<file path="config.mk">
export PLATFORM = sky130hd
export DESIGN_NAME = linear_interp_resampler_top
export DESIGN_NICKNAME = d
export VERILOG_FILES = /design/src/rtl/core/lirs_pkg.sv /design/src/rtl/core/lirs_front.sv /design/src/rtl/core/lirs_queue.sv /design/src/rtl/core/lirs_back.sv /design/src/rtl/core/linear_interp_resampler_top.sv
export SDC_FILE = /design/constraint.sdc
export NUM_CORES = 1
export LEC_CHECK = 0
export ABC_AREA = 1
export ABC_CLOCK_PERIOD_IN_PS = 7360
export BUFFER_PORTS_ARGS = -buffer_cell sky130_fd_sc_hd__buf_2
export CAP_MARGIN = 40
export CORE_ASPECT_RATIO = 1.5
export CORE_MARGIN = 3
export CORE_UTILIZATION = 58
export CTS_CLUSTER_DIAMETER = 100
export CTS_CLUSTER_SIZE = 28
export DETAILED_ROUTE_END_ITERATION = 10
export GPL_ROUTABILITY_DRIVEN = 0
export GPL_TIMING_DRIVEN = 0
export MAX_ROUTING_LAYER = met4
export PLACE_DENSITY = 0.78
export SYNTH_ARGS = -nofsm -noshare
export SYNTH_HDL_FRONTEND = slang
export SYNTH_HIERARCHICAL = 1
export SYNTH_SLANG_ARGS = --single-unit
export TNS_END_PERCENT = 10
</file>
<file path="constraint.sdc">
create_clock -name aclk -period 7.36 [get_ports aclk]
set_input_delay 1.472 -clock aclk [delete_from_list [all_inputs] [get_ports aclk]]
set_output_delay 1.472 -clock aclk [all_outputs]
set_load 0.02 [all_outputs]
</file>
<file path="src/rtl/core/lirs_pkg.sv">
// shared types and constants of the linear interpolation resampler
`default_nettype none

package lirs_pkg;

    // fixed widths of the data path
    localparam int SAMPLE_W = 16;
    localparam int INC_W    = 32;
    localparam int POS_W    = 33;

    // sample pair queue
    localparam int Q_DEPTH = 4;
    localparam int Q_AW    = 2;

    // configuration register indexes
    localparam logic REG_PHASE_INC = 1'b0;

    typedef logic signed [SAMPLE_W-1:0] sample_t;

    // one interval to interpolate across
    typedef struct packed {
        sample_t prev;
        sample_t cur;
    } pair_t;

    // queue status seen by both sides
    typedef struct packed {
        logic full;
        logic empty;
    } q_stat_t;

    typedef enum logic {
        BK_IDLE,
        BK_RUN
    } back_state_t;

endpackage

`default_nettype wire

</file>
<file path="src/rtl/core/lirs_front.sv">
// input side: takes samples, keeps the stored one, forms interval pairs
`default_nettype none

module lirs_front
    import lirs_pkg::*;
(
    input  wire logic    aclk,
    input  wire logic    aresetn,
    input  wire logic    s_valid,
    output logic         s_ready,
    input  wire sample_t s_in_sample,
    input  wire q_stat_t q_stat,
    output logic         q_push,
    output pair_t        q_wdata
);

    logic    have_prev_reg;
    sample_t prev_reg;
    logic    accept;

    // the first sample is only stored, so it never needs queue room
    assign s_ready = !have_prev_reg || !q_stat.full;
    assign accept  = s_valid && s_ready;
    assign q_push  = accept && have_prev_reg;

    assign q_wdata.prev = prev_reg;
    assign q_wdata.cur  = s_in_sample;

    always_ff @(posedge aclk) begin
        if (!aresetn) begin
            have_prev_reg <= 1'b0;
        end else if (accept) begin
            have_prev_reg <= 1'b1;
        end
    end

    always_ff @(posedge aclk) begin
        if (!aresetn) begin
            prev_reg <= '0;
        end else if (accept) begin
            prev_reg <= s_in_sample;
        end
    end

endmodule

`default_nettype wire

</file>
<file path="src/rtl/core/lirs_queue.sv">
// small fifo of sample pairs between the front and back sides
`default_nettype none

module lirs_queue
    import lirs_pkg::*;
(
    input  wire logic  aclk,
    input  wire logic  aresetn,
    input  wire logic  push,
    input  wire pair_t wdata,
    input  wire logic  pop,
    output pair_t      rdata,
    output q_stat_t    stat
);

    pair_t            mem_reg [Q_DEPTH];
    logic [Q_AW-1:0]  wr_ptr_reg;
    logic [Q_AW-1:0]  rd_ptr_reg;
    logic [Q_AW:0]    count_reg;
    logic             do_push;
    logic             do_pop;

    assign stat.full  = (count_reg == (Q_AW+1)'(Q_DEPTH));
    assign stat.empty = (count_reg == '0);
    assign do_push    = push && !stat.full;
    assign do_pop     = pop && !stat.empty;
    assign rdata      = mem_reg[rd_ptr_reg];

    always_ff @(posedge aclk) begin
        if (do_push) begin
            mem_reg[wr_ptr_reg] <= wdata;
        end
    end

    always_ff @(posedge aclk) begin
        if (!aresetn) begin
            wr_ptr_reg <= '0;
            rd_ptr_reg <= '0;
            count_reg  <= '0;
        end else begin
            if (do_push) begin
                wr_ptr_reg <= wr_ptr_reg + 1'b1;
            end
            if (do_pop) begin
                rd_ptr_reg <= rd_ptr_reg + 1'b1;
            end
            if (do_push && !do_pop) begin
                count_reg <= count_reg + 1'b1;
            end else if (do_pop && !do_push) begin
                count_reg <= count_reg - 1'b1;
            end
        end
    end

endmodule

`default_nettype wire

</file>
<file path="src/rtl/core/lirs_back.sv">
// output side: walks the output position across each interval and blends
`default_nettype none

module lirs_back
    import lirs_pkg::*;
#(
    parameter int FRAC_WIDTH  = 16,
    parameter int MAX_OUTPUTS = 64
) (
    input  wire logic              aclk,
    input  wire logic              aresetn,
    input  wire logic [INC_W-1:0]  phase_inc,
    input  wire pair_t             q_rdata,
    input  wire q_stat_t           q_stat,
    output logic                   q_pop,
    output logic                   m_valid,
    input  wire logic              m_ready,
    output sample_t                m_out_sample,
    output logic                   m_last_of_run
);

    localparam int CNT_W = $clog2(MAX_OUTPUTS);
    localparam int PW    = FRAC_WIDTH + 18;
    localparam int NW    = FRAC_WIDTH + 19;
    localparam logic [POS_W-1:0] ONE_STEP = POS_W'(1) << FRAC_WIDTH;

    back_state_t state_reg, state_next;

    logic [POS_W-1:0] offset_reg;
    logic [CNT_W-1:0] cnt_reg;
    sample_t          a_reg;
    sample_t          b_reg;

    logic             s1_valid_reg;
    logic             s1_last_reg;
    sample_t          s1_a_reg;
    logic signed [PW-1:0] s1_prod_reg;

    logic             out_valid_reg;
    logic             out_last_reg;
    sample_t          out_sample_reg;

    logic             adv_out;
    logic             adv_s1;
    logic             fire;
    logic             in_step;
    logic             next_in;
    logic             cap;
    logic             run_last;
    logic [POS_W-1:0] sum_off;
    logic [POS_W-1:0] final_off;
    logic signed [SAMPLE_W:0] diff;
    logic signed [PW-1:0]     prod;
    logic signed [NW-1:0]     num;
    logic [SAMPLE_W-1:0]      quot;

    assign adv_out = !out_valid_reg || m_ready;
    assign adv_s1  = !s1_valid_reg || adv_out;

    // position tests and the next step
    assign in_step   = (offset_reg[POS_W-1:FRAC_WIDTH] == '0);
    assign sum_off   = offset_reg + {1'b0, phase_inc};
    assign next_in   = (sum_off[POS_W-1:FRAC_WIDTH] == '0);
    assign cap       = (cnt_reg == CNT_W'(MAX_OUTPUTS - 1));
    assign run_last  = !next_in || cap;
    assign final_off = (next_in ? ONE_STEP : sum_off) - ONE_STEP;

    always_comb begin
        state_next = state_reg;
        case (state_reg)
            BK_IDLE: begin
                if (!q_stat.empty && in_step) begin
                    state_next = BK_RUN;
                end
            end
            BK_RUN: begin
                if (fire && run_last) begin
                    state_next = BK_IDLE;
                end
            end
            default: begin
                state_next = BK_IDLE;
            end
        endcase
    end

    always_comb begin
        q_pop = 1'b0;
        fire  = 1'b0;
        case (state_reg)
            BK_IDLE: q_pop = !q_stat.empty;
            BK_RUN:  fire  = adv_s1;
            default: begin
                q_pop = 1'b0;
                fire  = 1'b0;
            end
        endcase
    end

    always_ff @(posedge aclk) begin
        if (!aresetn) begin
            state_reg <= BK_IDLE;
        end else begin
            state_reg <= state_next;
        end
    end

    always_ff @(posedge aclk) begin
        if (!aresetn) begin
            offset_reg <= '0;
            cnt_reg    <= '0;
        end else if (q_pop) begin
            if (!in_step) begin
                offset_reg <= offset_reg - ONE_STEP;
            end
            cnt_reg <= '0;
        end else if (fire) begin
            offset_reg <= run_last ? final_off : sum_off;
            cnt_reg    <= cnt_reg + 1'b1;
        end
    end

    always_ff @(posedge aclk) begin
        if (q_pop) begin
            a_reg <= q_rdata.prev;
            b_reg <= q_rdata.cur;
        end
    end

    // prev + (cur - prev) * f, scaled by one step
    assign diff = {b_reg[SAMPLE_W-1], b_reg} - {a_reg[SAMPLE_W-1], a_reg};
    assign prod = diff * $signed({1'b0, offset_reg[FRAC_WIDTH-1:0]});

    always_ff @(posedge aclk) begin
        if (!aresetn) begin
            s1_valid_reg <= 1'b0;
        end else if (adv_s1) begin
            s1_valid_reg <= fire;
        end
    end

    always_ff @(posedge aclk) begin
        if (adv_s1 && fire) begin
            s1_prod_reg <= prod;
            s1_a_reg    <= a_reg;
            s1_last_reg <= run_last;
        end
    end

    // divide by one step, truncating toward zero
    assign num  = $signed({{3{s1_a_reg[SAMPLE_W-1]}}, s1_a_reg, {FRAC_WIDTH{1'b0}}})
                + $signed({s1_prod_reg[PW-1], s1_prod_reg});
    assign quot = num[FRAC_WIDTH +: SAMPLE_W]
                + {{(SAMPLE_W-1){1'b0}}, (num[NW-1] && (|num[FRAC_WIDTH-1:0]))};

    always_ff @(posedge aclk) begin
        if (!aresetn) begin
            out_valid_reg <= 1'b0;
        end else if (adv_out) begin
            out_valid_reg <= s1_valid_reg;
        end
    end

    always_ff @(posedge aclk) begin
        if (adv_out && s1_valid_reg) begin
            out_sample_reg <= sample_t'(quot);
            out_last_reg   <= s1_last_reg;
        end
    end

    assign m_valid       = out_valid_reg;
    assign m_out_sample  = out_sample_reg;
    assign m_last_of_run = out_last_reg;

endmodule

`default_nettype wire

</file>
<file path="src/rtl/core/linear_interp_resampler_top.sv">
// top level of the linear interpolation resampler with its register port
`default_nettype none
//
// resamples a stream of signed 16-bit samples by linear interpolation
// - s_ channel: one input sample per transaction (s_valid / s_ready)
// - m_ channel: interpolated samples, m_last_of_run marks the last output
//   caused by one input sample (m_valid / m_ready)
// - apb port: phase_increment at byte address 0, step of output position
//   per output with FRAC_WIDTH fraction bits; write it only while idle
// - the first sample after reset is only stored and gives no output
// - an input sample enters a 4-deep pair queue; the back side pops a pair
//   in its idle state, then emits one output per cycle while the receiver
//   keeps up, through a multiply stage and an output register; an input
//   with no output in its interval only takes the pop
// - with the back side idle, an input's pair passes the queue, the pop,
//   the multiply stage and the output register before m_valid rises
// - at most MAX_OUTPUTS outputs per input; the rest of the run is dropped
// - reset clears the stored sample, the position and the pair queue, and
//   sets phase_increment to 65536, one step at the default FRAC_WIDTH of 16
// - when the receiver stalls, the output register holds and the queue
//   fills; s_ready then drops until a pair is taken
//
module linear_interp_resampler_top
    import lirs_pkg::*;
#(
    parameter int FRAC_WIDTH  = 16,
    parameter int MAX_OUTPUTS = 64
) (
    input  wire logic        aclk,
    input  wire logic        aresetn,
    // input samples
    input  wire logic        s_valid,
    output logic             s_ready,
    input  wire sample_t     s_in_sample,
    // output samples
    output logic             m_valid,
    input  wire logic        m_ready,
    output sample_t          m_out_sample,
    output logic             m_last_of_run,
    // register port
    input  wire logic        psel,
    input  wire logic        penable,
    input  wire logic        pwrite,
    input  wire logic [2:0]  paddr,
    input  wire logic [31:0] pwdata,
    output logic [31:0]      prdata,
    output logic             pready
);

    localparam logic [INC_W-1:0] INC_RESET = 32'd65536;

    logic [INC_W-1:0] phase_inc_reg;
    q_stat_t          q_stat;
    logic             q_push;
    logic             q_pop;
    pair_t            q_wdata;
    pair_t            q_rdata;
    logic             reg_wr;

    // register access, one register, word index in paddr[2]
    assign pready = 1'b1;
    assign reg_wr = psel && penable && pwrite && pready;
    assign prdata = (paddr[2] == REG_PHASE_INC) ? phase_inc_reg : '0;

    always_ff @(posedge aclk) begin
        if (!aresetn) begin
            phase_inc_reg <= INC_RESET;
        end else if (reg_wr && (paddr[2] == REG_PHASE_INC)) begin
            phase_inc_reg <= pwdata;
        end
    end

    // front: accepts samples and pairs them with the stored one
    lirs_front u_front (
        .aclk        (aclk),
        .aresetn     (aresetn),
        .s_valid     (s_valid),
        .s_ready     (s_ready),
        .s_in_sample (s_in_sample),
        .q_stat      (q_stat),
        .q_push      (q_push),
        .q_wdata     (q_wdata)
    );

    // decouples the input side from output stalls
    lirs_queue u_queue (
        .aclk    (aclk),
        .aresetn (aresetn),
        .push    (q_push),
        .wdata   (q_wdata),
        .pop     (q_pop),
        .rdata   (q_rdata),
        .stat    (q_stat)
    );

    // back: position walk, blend and output register
    lirs_back #(
        .FRAC_WIDTH  (FRAC_WIDTH),
        .MAX_OUTPUTS (MAX_OUTPUTS)
    ) u_back (
        .aclk          (aclk),
        .aresetn       (aresetn),
        .phase_inc     (phase_inc_reg),
        .q_rdata       (q_rdata),
        .q_stat        (q_stat),
        .q_pop         (q_pop),
        .m_valid       (m_valid),
        .m_ready       (m_ready),
        .m_out_sample  (m_out_sample),
        .m_last_of_run (m_last_of_run)
    );

endmodule

`default_nettype wire

</file>
==> Word-level counts from Yosys, hierarchy flattened <==
Memory sizes are Yosys's and may differ from the RTL's. A register that Yosys moved wholly into a read port is not among the register bits.
Index checks and enable logic that the tools add are counted.
{ "totals": {"reg_bits": 166, "ram_bits": 128, "in_bits": 58, "output_inout_bits": 52, "wordCells": 84, "mem_count": 1} }
{ "op_classes": {"addsub": 11, "multipliers": 1, "eq_ne": 3, "muxes": 15, "n_bitwise": 3, "n_reduce_logical": 34} }
{ "memory_table": {"columns": ["memory", "words", "word_bits", "rd", "rd_ports_with_merged_regs", "write_ports", "line_no", "rtl"], "rows": [
  ["u_queue.mem_reg", 4, 32, 1, 1, 1, "lirs_queue.sv:16", "pair_t mem_reg [Q_DEPTH];"]
]} }
{ "op_table": {"columns": ["op", "count"], "rows": [
  ["2-to-1 mux 33 bit", 5],
  ["subtractor 33 x 17 -> 33 bit, second input constant", 2],
  ["adder 32 x 34 -> 35 bit", 1],
  ["zero test 17 bit", 2],
  ["multiplier 17 x 17 -> 34 bit", 1],
  ["adder 33 x 32 -> 33 bit", 1],
  ["2-to-1 mux 32 bit", 1],
  ["subtractor 16 x 16 -> 17 bit", 1],
  ["adder 16 x 1 -> 16 bit", 1],
  ["OR reduction 16 bit", 1],
  ["logical AND 1 bit", 14],
  ["zero test 1 bit", 8],
  ["adder 6 x 1 -> 6 bit, second input constant", 1],
  ["equality test 6 bit, second input constant", 1],
  ["2-to-1 mux 1 bit", 6],
  ["2-to-1 mux 3 bit", 2],
  ["adder 2 x 1 -> 2 bit, second input constant", 2],
  ["logical OR 1 bit", 4],
  ["nonzero test 2 bit", 2],
  ["adder 3 x 1 -> 3 bit, second input constant", 1],
  ["equality test 3 bit, second input constant", 1],
  ["zero test 3 bit", 1],
  ["NOT 1 bit", 3],
  ["subtractor 3 x 1 -> 3 bit, second input constant", 1],
  ["4 further kinds", 4]
]} }

==> Logic depth before layout (Yosys ltp) <==
Gate-level depths: netlist (run 1).
{ "depth": {"ltp_word": 10, "depth_mapped": 38, "mapped_depth_nobuf": 38} }

==> Hierarchy <==
The synthesis (run 1) kept the hierarchy.
{ "modules_own_cells": {"columns": ["module", "instances", "cells_each", "area_each_um2", "seq_area_each_um2"], "rows": [
  ["lirs_back", 1, 2577, 20414.6, 3843.7],
  ["lirs_queue", 1, 379, 5270.1, 4023.9],
  ["linear_interp_resampler_top", 1, 279, 1670.4, 640.6],
  ["lirs_front", 1, 126, 905.9, 340.3]
]} }

==> Worst setup path before layout (run 1) <==
No wires, ideal clock.
{ "synth_path": {"path_type": "reg-to-reg", "from": "register u_back.a_reg[0], read port of u_queue.mem_reg", "to": "register u_back.s1_prod_reg[33] (data pin)", "setup_time_ns": 0.260, "t_arrival_ns": 7.095, "required_ns": 7.100, "setup_slack_ns": 0.005, "stages_incl_launch_ff": 33, "n_path_buf": 2, "period_less_slack_ns": 7.355, "cell_sequence": "edfxtp_1 > ha_1 > fa_1 > o21ai_0 > a21oi_1 > inv_1 > nand3_1 > o2111ai_1 > or2_2 > nand2_1 > buf_2 > nor2_1 > inv_1 > fa_1 > inv_1 > fa_1 > clkbuf_1 > xor2_1 > ha_1 > inv_1 > fa_1 > inv_1 > fa_1 > inv_1 > fa_1 > inv_1 > ha_1 > nand2_1 > nor2_1 > nand2_1 > nor4_1 > a21oi_1 > xnor2_1"} }
{ "synth_between": {"elab_chain_len": 2} }
{ "synth_lines": {"columns": ["element", "line_no", "rtl"], "rows": [
  ["from (decl)", "lirs_back.sv:31", "sample_t a_reg;"],
  ["subtractor 16 x 16 -> 17 bit", "lirs_back.sv:131", "assign diff = {b_reg[SAMPLE_W-1], b_reg} - {a_reg[SAMPLE_W-1], a_reg};"],
  ["multiplier 17 x 17 -> 34 bit", "lirs_back.sv:132", "assign prod = diff * $signed({1'b0, offset_reg[FRAC_WIDTH-1:0]});"],
  ["net u_back.prod[33]", "lirs_back.sv:53", "logic signed [PW-1:0] prod;"],
  ["to (signal assigned)", "lirs_back.sv:144", "s1_prod_reg <= prod;"],
  ["to (decl)", "lirs_back.sv:37", "logic signed [PW-1:0] s1_prod_reg;"]
]} }
The timed path passes the listed nets, and every way through them passes these cells.
A chain may end at the register's enable or synchronous reset.

==> Worst setup path in the final report (run 1) <==
{ "layout_path": {"from": "register u_back.a_reg[2], read port of u_queue.mem_reg", "to": "register u_back.s1_prod_reg[29] (data pin)"} }
Same word-level chain as after synthesis.

==> metrics.txt, run 1 <==
Peak VDD IR 0.239 mV; Yosys reg bits 328; compound-gate portion of the synthesized area 7.21%; crit path DAT 7970 ps; hold buffers post-CTS 0; DR vias/cell 5.56; final hold viol count 0; Min-Delay Path Class reg2reg; nature of the critical path endpoint flop; Multi-input gate area 17000 um2; failing checks setup timing; post-synthesis mux area share 0%; max cap viols 0; type of the worst setup path reg2reg; Worst path top cell family by delay adder cells; min-delay src u_back/s1_last_reg; Post-Route WL 77500 um; P per Cell Area 344 nW/um2; drt pass-1 iters 6; ys flop type edfxtp_1; worst-path maximum fanout 6; drt wl/cell 18.3 um; largest family of logic cells by synthesized area adder cells; FFs w/ async S/R, synth 0%; Total GRT Usage 29.0%; Die X 186 um; cts bufs inserted 16; die area 51500 um2; run status complete, but fails checks; critical path buffer and inverter count 9; core outline area 47900 um2; clk slew on worst S/H paths 100 ps; unrepaired setup endpoints after global routing yes; RR Endpoint u_back/s1_prod_reg[29]; area leader, netlist edfxtp_1; Mapped Cells 3361; minimum clock period 7660 ps; Total Power 11.0 mW; fin crit share 104%; worst reg2reg path depth 31; Synth area leaders edfxtp_1 (24%), fa_1 (20%), inv_1 (9.6%); XOR/XNOR Fraction of Synth Area 3.09%; # DRC 0; Hold EP u_back/m_last_of_run; synth warn 6; clock latency on the worst-skew pair 550 ps; Synth cell types 58; FMAX 131 MHz; CTS Buffer Depth 3; Leak Pwr 15.2 nW; Detail Placement HPWL 56300 um; Avg Cell Area, Syn 8.41 um2; Buffers on Ports 104; max reg flops 128; worst reg-to-reg setup slack -300 ps; register area share after synthesis 31.3%; Congestion Overflow GR 0; share of cells above drive strength 1 15.3%; area grow syn2layout 13.2%; Clock Sinks 328; IO Pins 110; Critical Path Slowest Stage Cell fa_1; Worst-Margin Slew 794 ps; CTS tree done; register area 8850 um2; placement row count 98; vias 23500; violation count after the first detailed-route iteration 1779; Setup violations, final 8; syn_nets 3862; Crit Reg-Reg Startpoint u_back/a_reg[2]; commonest cells in the netlist inv_1 (724), nand2_1 (588), nor2_1 (410), fa_1 (277), edfxtp_1 (228); max incr delay on CP 580 ps; initial antenna violation count 1; Synth top area share 24.2%; # nets final 4065; Clock H-tree levels 1; crit path launch type flop; vias in the first global route 23000; ANT nets after route 0; pin count of the biggest net entering global routing 36; final slew viol count 0; Mapped Area 28300 um2; max_slew headroom 47.1%; Worst EP required 7670 ps; Final WS setup -302 ps; Clock Tree Root clkbuf_16; initial core utilization 58.9%; number of synthesized flops with an enable pin 228; final-layout fill cell count 3700; Inst Count DP 4124; Synth Area in Adders 27.0%; first-pass GRT wire length 115000 um; CP most frequent cell fa_1; non-filler cells in the finished layout 4225; count leader, synth inv_1; Worst Clk Skew 21.5 ps; Die Y 276 um; Synth Area in Simple Gates 19.2%; Hold Path Depth 0
## power breakdown
part	internal (mW)	switching [mW]	leakage [nW]
registers	2.34	0.199	2.91
logic	2.60	4.78	12.1
clock network	0.487	0.599	0.251
## layer usage
layer,track usage [%],routed length [um]
met5,-,0
met1,31.3,26400
met2,51.0,39400
met3,3.24,5450
met4,16.7,6240
## stage by stage
step | cell area (um2) | setup slack (ps) | hold WS [ps] | TNS [ps] | util [%]
after floorplan | 28300 | 5.08 | 400 | 0 | -
after global placement | 29600 | -1440 | 426 | -19360 | 61.7
after detailed placement | 29800 | -1530 | 419 | -20600 | 62.1
after CTS | 30900 | -7.60 | 456 | -7.60 | 64.4
after global routing | 32000 | -510 | 460 | -4050 | 66.7
final | 32000 | -302 | 456 | -1330 | 66.7
## placed cells by master, fill, tap and decap left out, types with 7 or more instances in the layout
master     netlist  final
inv_1          724    701
nand2_1        588    542
nor2_1         410    396
fa_1           277    271
edfxtp_1       228    228
nand3_1        151    147
ha_1           166    137
buf_2           13    117
a21oi_1        140    114
dfxtp_1        100    100
buf_4           28     92
o21ai_0         89     81
xor2_1          67     64
nand2_2         19     52
clkbuf_1        37     39
inv_2           16     35
o21ai_1         32     35
o22ai_1         32     32
xnor2_1         31     29
nor2_2          24     28
a21oi_2          7     28
ha_4             0     24
buf_6           17     20
clkbuf_16        0     18
nand4_1         17     17
nor2_4           6     16
a211oi_1        15     15
nor3_1          17     13
nand3b_1        10     10
o211ai_1         9      9
nand2_4          0      8
buf_12           0      8
or2_4            0      7
nor3_2           6      7
## timing repair
action | CTS | global route
gates resized for setup | 102 | 163
setup endpoints to repair | 21 | 17
cloned | 0 | 3
buffers inserted | 24 | 45
pin swaps | 18 | 97
## layout make-up
| cell class | instances | share of cell area [%] |
|---|---|---|
| Antenna cell | 1 | 0.00782 |
| Buffer | 100 | 2.09 |
| Clock buffer | 24 | 1.44 |
| Clock inverter | 4 | 0.203 |
| Inverter | 750 | 8.97 |
| Multi-Input combinational cell | 2184 | 53.1 |
| Sequential cell | 328 | 27.7 |
| Tap cell | 650 | 2.54 |
| Timing Repair Buffer | 183 | 3.98 |
| Timing Repair inverter | 1 | 0.0195 |
## worst register-to-register path: cells and delay by family (launching register included)
kind | cells | cell delay, ps
AO/OA/AOI/OAI | 6 | 1020
XOR/XNOR | 3 | 840
adder cells (fa/ha/maj) | 7 | 3190
buffers and inverters | 9 | 1010
flip-flops | 1 | 430
AND/OR/NAND/NOR | 6 | 950
## worst max-delay path by stage
stage	startpoint	end	slack [ps]	cells after the start
6_report	u_back/a_reg[2]	u_back/s1_prod_reg[29]	-300	31
5_1_grt	u_back/a_reg[2]	u_back/s1_prod_reg[29]	-510	32
4_1_cts	u_back/a_reg[0]	u_back/s1_prod_reg[30]	-8	32
3_5_place_dp	u_back/a_reg[0]	u_back/s1_prod_reg[29]	-1530	32
3_3_place_gp	u_back/a_reg[0]	u_back/s1_prod_reg[29]	-1440	32
2_1_floorplan	u_back/a_reg[0]	u_back/s1_prod_reg[33]	5	32
## logic make-up (layout without fill, tap and decap cells)
logic type / count (synthesis) / after routing
AO/OA/AOI/OAI: 361 / 361
XOR/XNOR: 99 / 99
adder cells (fa/ha/maj): 443 / 443
buffers and inverters: 850 / 1062
flip-flops: 328 / 328
other: 1 / 2
AND/OR/NAND/NOR: 1279 / 1280
(Power assumes the default switching activity.)
==> run 2: changes to the inputs <==
- ABC_CLOCK_PERIOD_IN_PS: 7360 -> default
- CELL_PAD_IN_SITES_DETAIL_PLACEMENT: default -> 0
- CELL_PAD_IN_SITES_GLOBAL_PLACEMENT: default -> 2
- CORE_UTILIZATION: 58 -> 36
- GPL_TIMING_DRIVEN: 0 -> default
- PLACE_DENSITY: 0.78 -> default
- PLACE_DENSITY_LB_ADDON: default -> 0.1
==> metrics.txt, run 2 (synthesis results as in run 1) <==
# nets final 4183 (+2.9%); worst-path maximum fanout 7 (+1); Inst Count DP 4647 (+13%); die area 82000 um2 (+59%); Leak Pwr 16.0 nW (+5.0%); crit path DAT 7550 ps (-420 ps); hold buffers post-CTS 0 (unchanged); commonest non-fill, non-tap cell in the layout inv_1; DR vias/cell 4.75 (-14%); area grow syn2layout 18.5%; clk slew on worst S/H paths 100 ps (about the same); fin crit share 98.1% (-6.0 points); CTS tree done; Congestion Overflow GR 0 (unchanged); share of cells above drive strength 1 19.6% (+4.2 points); core outline area 77600 um2 (+62%); max incr delay on CP 590 ps (about the same); final slew viol count 0 (unchanged); vias in the first global route 23400 (+1.7%); # DRC 0 (unchanged); FMAX 138 MHz (+6.1%); initial antenna violation count 0 (-1); Clock Sinks 328 (unchanged); final-layout fill cell count 7844 (+110%); max_slew headroom 41.6% (-5.5 points); Worst EP required 7690 ps (+20 ps); Clock Tree Root clkbuf_16; Buffers on Ports 106 (+1.9%); Critical Path Slowest Stage Cell fa_2; cts bufs inserted 19 (+3); max reg flops 128 (unchanged); max cap viols 0 (unchanged); first-pass GRT wire length 130000 um (+14%); type of the worst setup path reg2reg; pin count of the biggest net entering global routing 71 (+97%); Worst Clk Skew 28.9 ps (+7.43 ps); Die Y 349 um (+26%); CP most frequent cell fa_1; IO Pins 110 (unchanged); final hold viol count 0 (unchanged); nature of the critical path endpoint flop; minimum clock period 7220 ps (-440 ps); most frequent cells in the layout inv_1 (695), nand2_1 (558), nor2_1 (394), buf_4 (274), fa_1 (261); crit path launch type flop; violation count after the first detailed-route iteration 1175 (-34%); drt pass-1 iters 6 (unchanged); Setup violations, final 0 (-8); P per Cell Area 341 nW/um2 (-0.66%); initial core utilization 36.4% (-23 points); Total GRT Usage 20.9% (-8.1 points); non-filler cells in the finished layout 4711 (+12%); Post-Route WL 84100 um (+8.5%); drt wl/cell 17.8 um (-2.7%); vias 22400 (-4.6%); Clock H-tree levels 1 (unchanged); clock latency on the worst-skew pair 570 ps (+20 ps); Peak VDD IR 0.240 mV (+0.40%); setup TNS 0 ps (+1330 ps); antenna diode count 0 (-1); CTS Buffer Depth 3 (unchanged); Worst-Margin Slew 875 ps (+81.2 ps); Min-Delay Path Class reg2reg; placement row count 125 (+28%); Die X 235 um (+26%); Detail Placement HPWL 67200 um (+19%); unrepaired setup endpoints after global routing yes; ANT nets after route 0 (unchanged); run status completed; final core occ 43.2% (-24 points)
[run 2: stage by stage]
| step | hold slack [ps] | cell area (um2) | setup WS (ps) | total power, mW |
|---|---|---|---|---|
| 3_3_place_gp | 465 | 31500 | -594 | 9.28 |
| 2_1_floorplan | 400 | 28300 | 5.08 | 6.09 |
| 5_1_grt | 501 | 33500 | -133 | 12.3 |
| 3_5_place_dp | 472 | 31500 | -695 | 9.34 |
| 4_1_cts | 493 | 32900 | -17.1 | 11.2 |
| 6_report | 487 | 33500 | 138 | 11.4 |
[run 2: worst max-delay path, delay by kind of cell, from the launching register on]
kind                       cells  cell delay, ps
AOI/OAI and AO/OA              4             420
xor gates and xnor gates       1              60
adders and majority gates      9            3980
buffers and inverters         10            1000
DFF                            1             460
and+or+nand+nor                9            1010
[run 2: repair_timing]
action / 4_1_cts / 5_1_grt
cloned: 1 / 0
setup buffers: 14 / 17
pin swaps: 52 / 95
endpoints found under the setup margin: 18 / 15
resized for setup: 125 / 116
endpoints found under the hold margin: 0 / 0
[run 2: layout make-up]
cell class | instances | area (um2) | share of cell area [%]
Tap cell | 1016 | 1270 | 3.80
Sequential cell | 328 | 8850 | 26.4
Clock inverter | 9 | 140 | 0.419
Multi-Input combinational cell | 2183 | 16900 | 50.6
Clock buffer | 25 | 529 | 1.58
Inverter | 750 | 2830 | 8.46
Timing Repair Buffer | 400 | 2930 | 8.74
[run 2: routing by layer]
metal | vias to the layer above | track usage (%) | part of all wire (%)
met5 | - | - | 0
met4 | 0 | 6.79 | 3.6
met2 | 338 | 40.5 | 55
met3 | 118 | 1.40 | 2.4
met1 | 10900 | 22.5 | 39
li1 | 11000 | - | -
[run 2: final timing paths]
path / slack (ps) / start / cells after the start / endpoint
worst max-delay path: 140 / u_back/a_reg[0] / 33 / u_back/s1_prod_reg[30]
worst min-delay path: 490 / u_back/s1_last_reg / 0 / u_back/m_last_of_run
worst max register to register: 140 / u_back/a_reg[0] / 33 / u_back/s1_prod_reg[30]
worst min register to register: 490 / u_back/s1_last_reg / 0 / u_back/m_last_of_run
[run 2: power breakdown]
group | switching [mW] | internal, mW | leakage (nW)
sequential | 0.187 | 2.34 | 2.91
clock | 0.706 | 0.550 | 0.322
combinational | 4.45 | 3.20 | 12.8
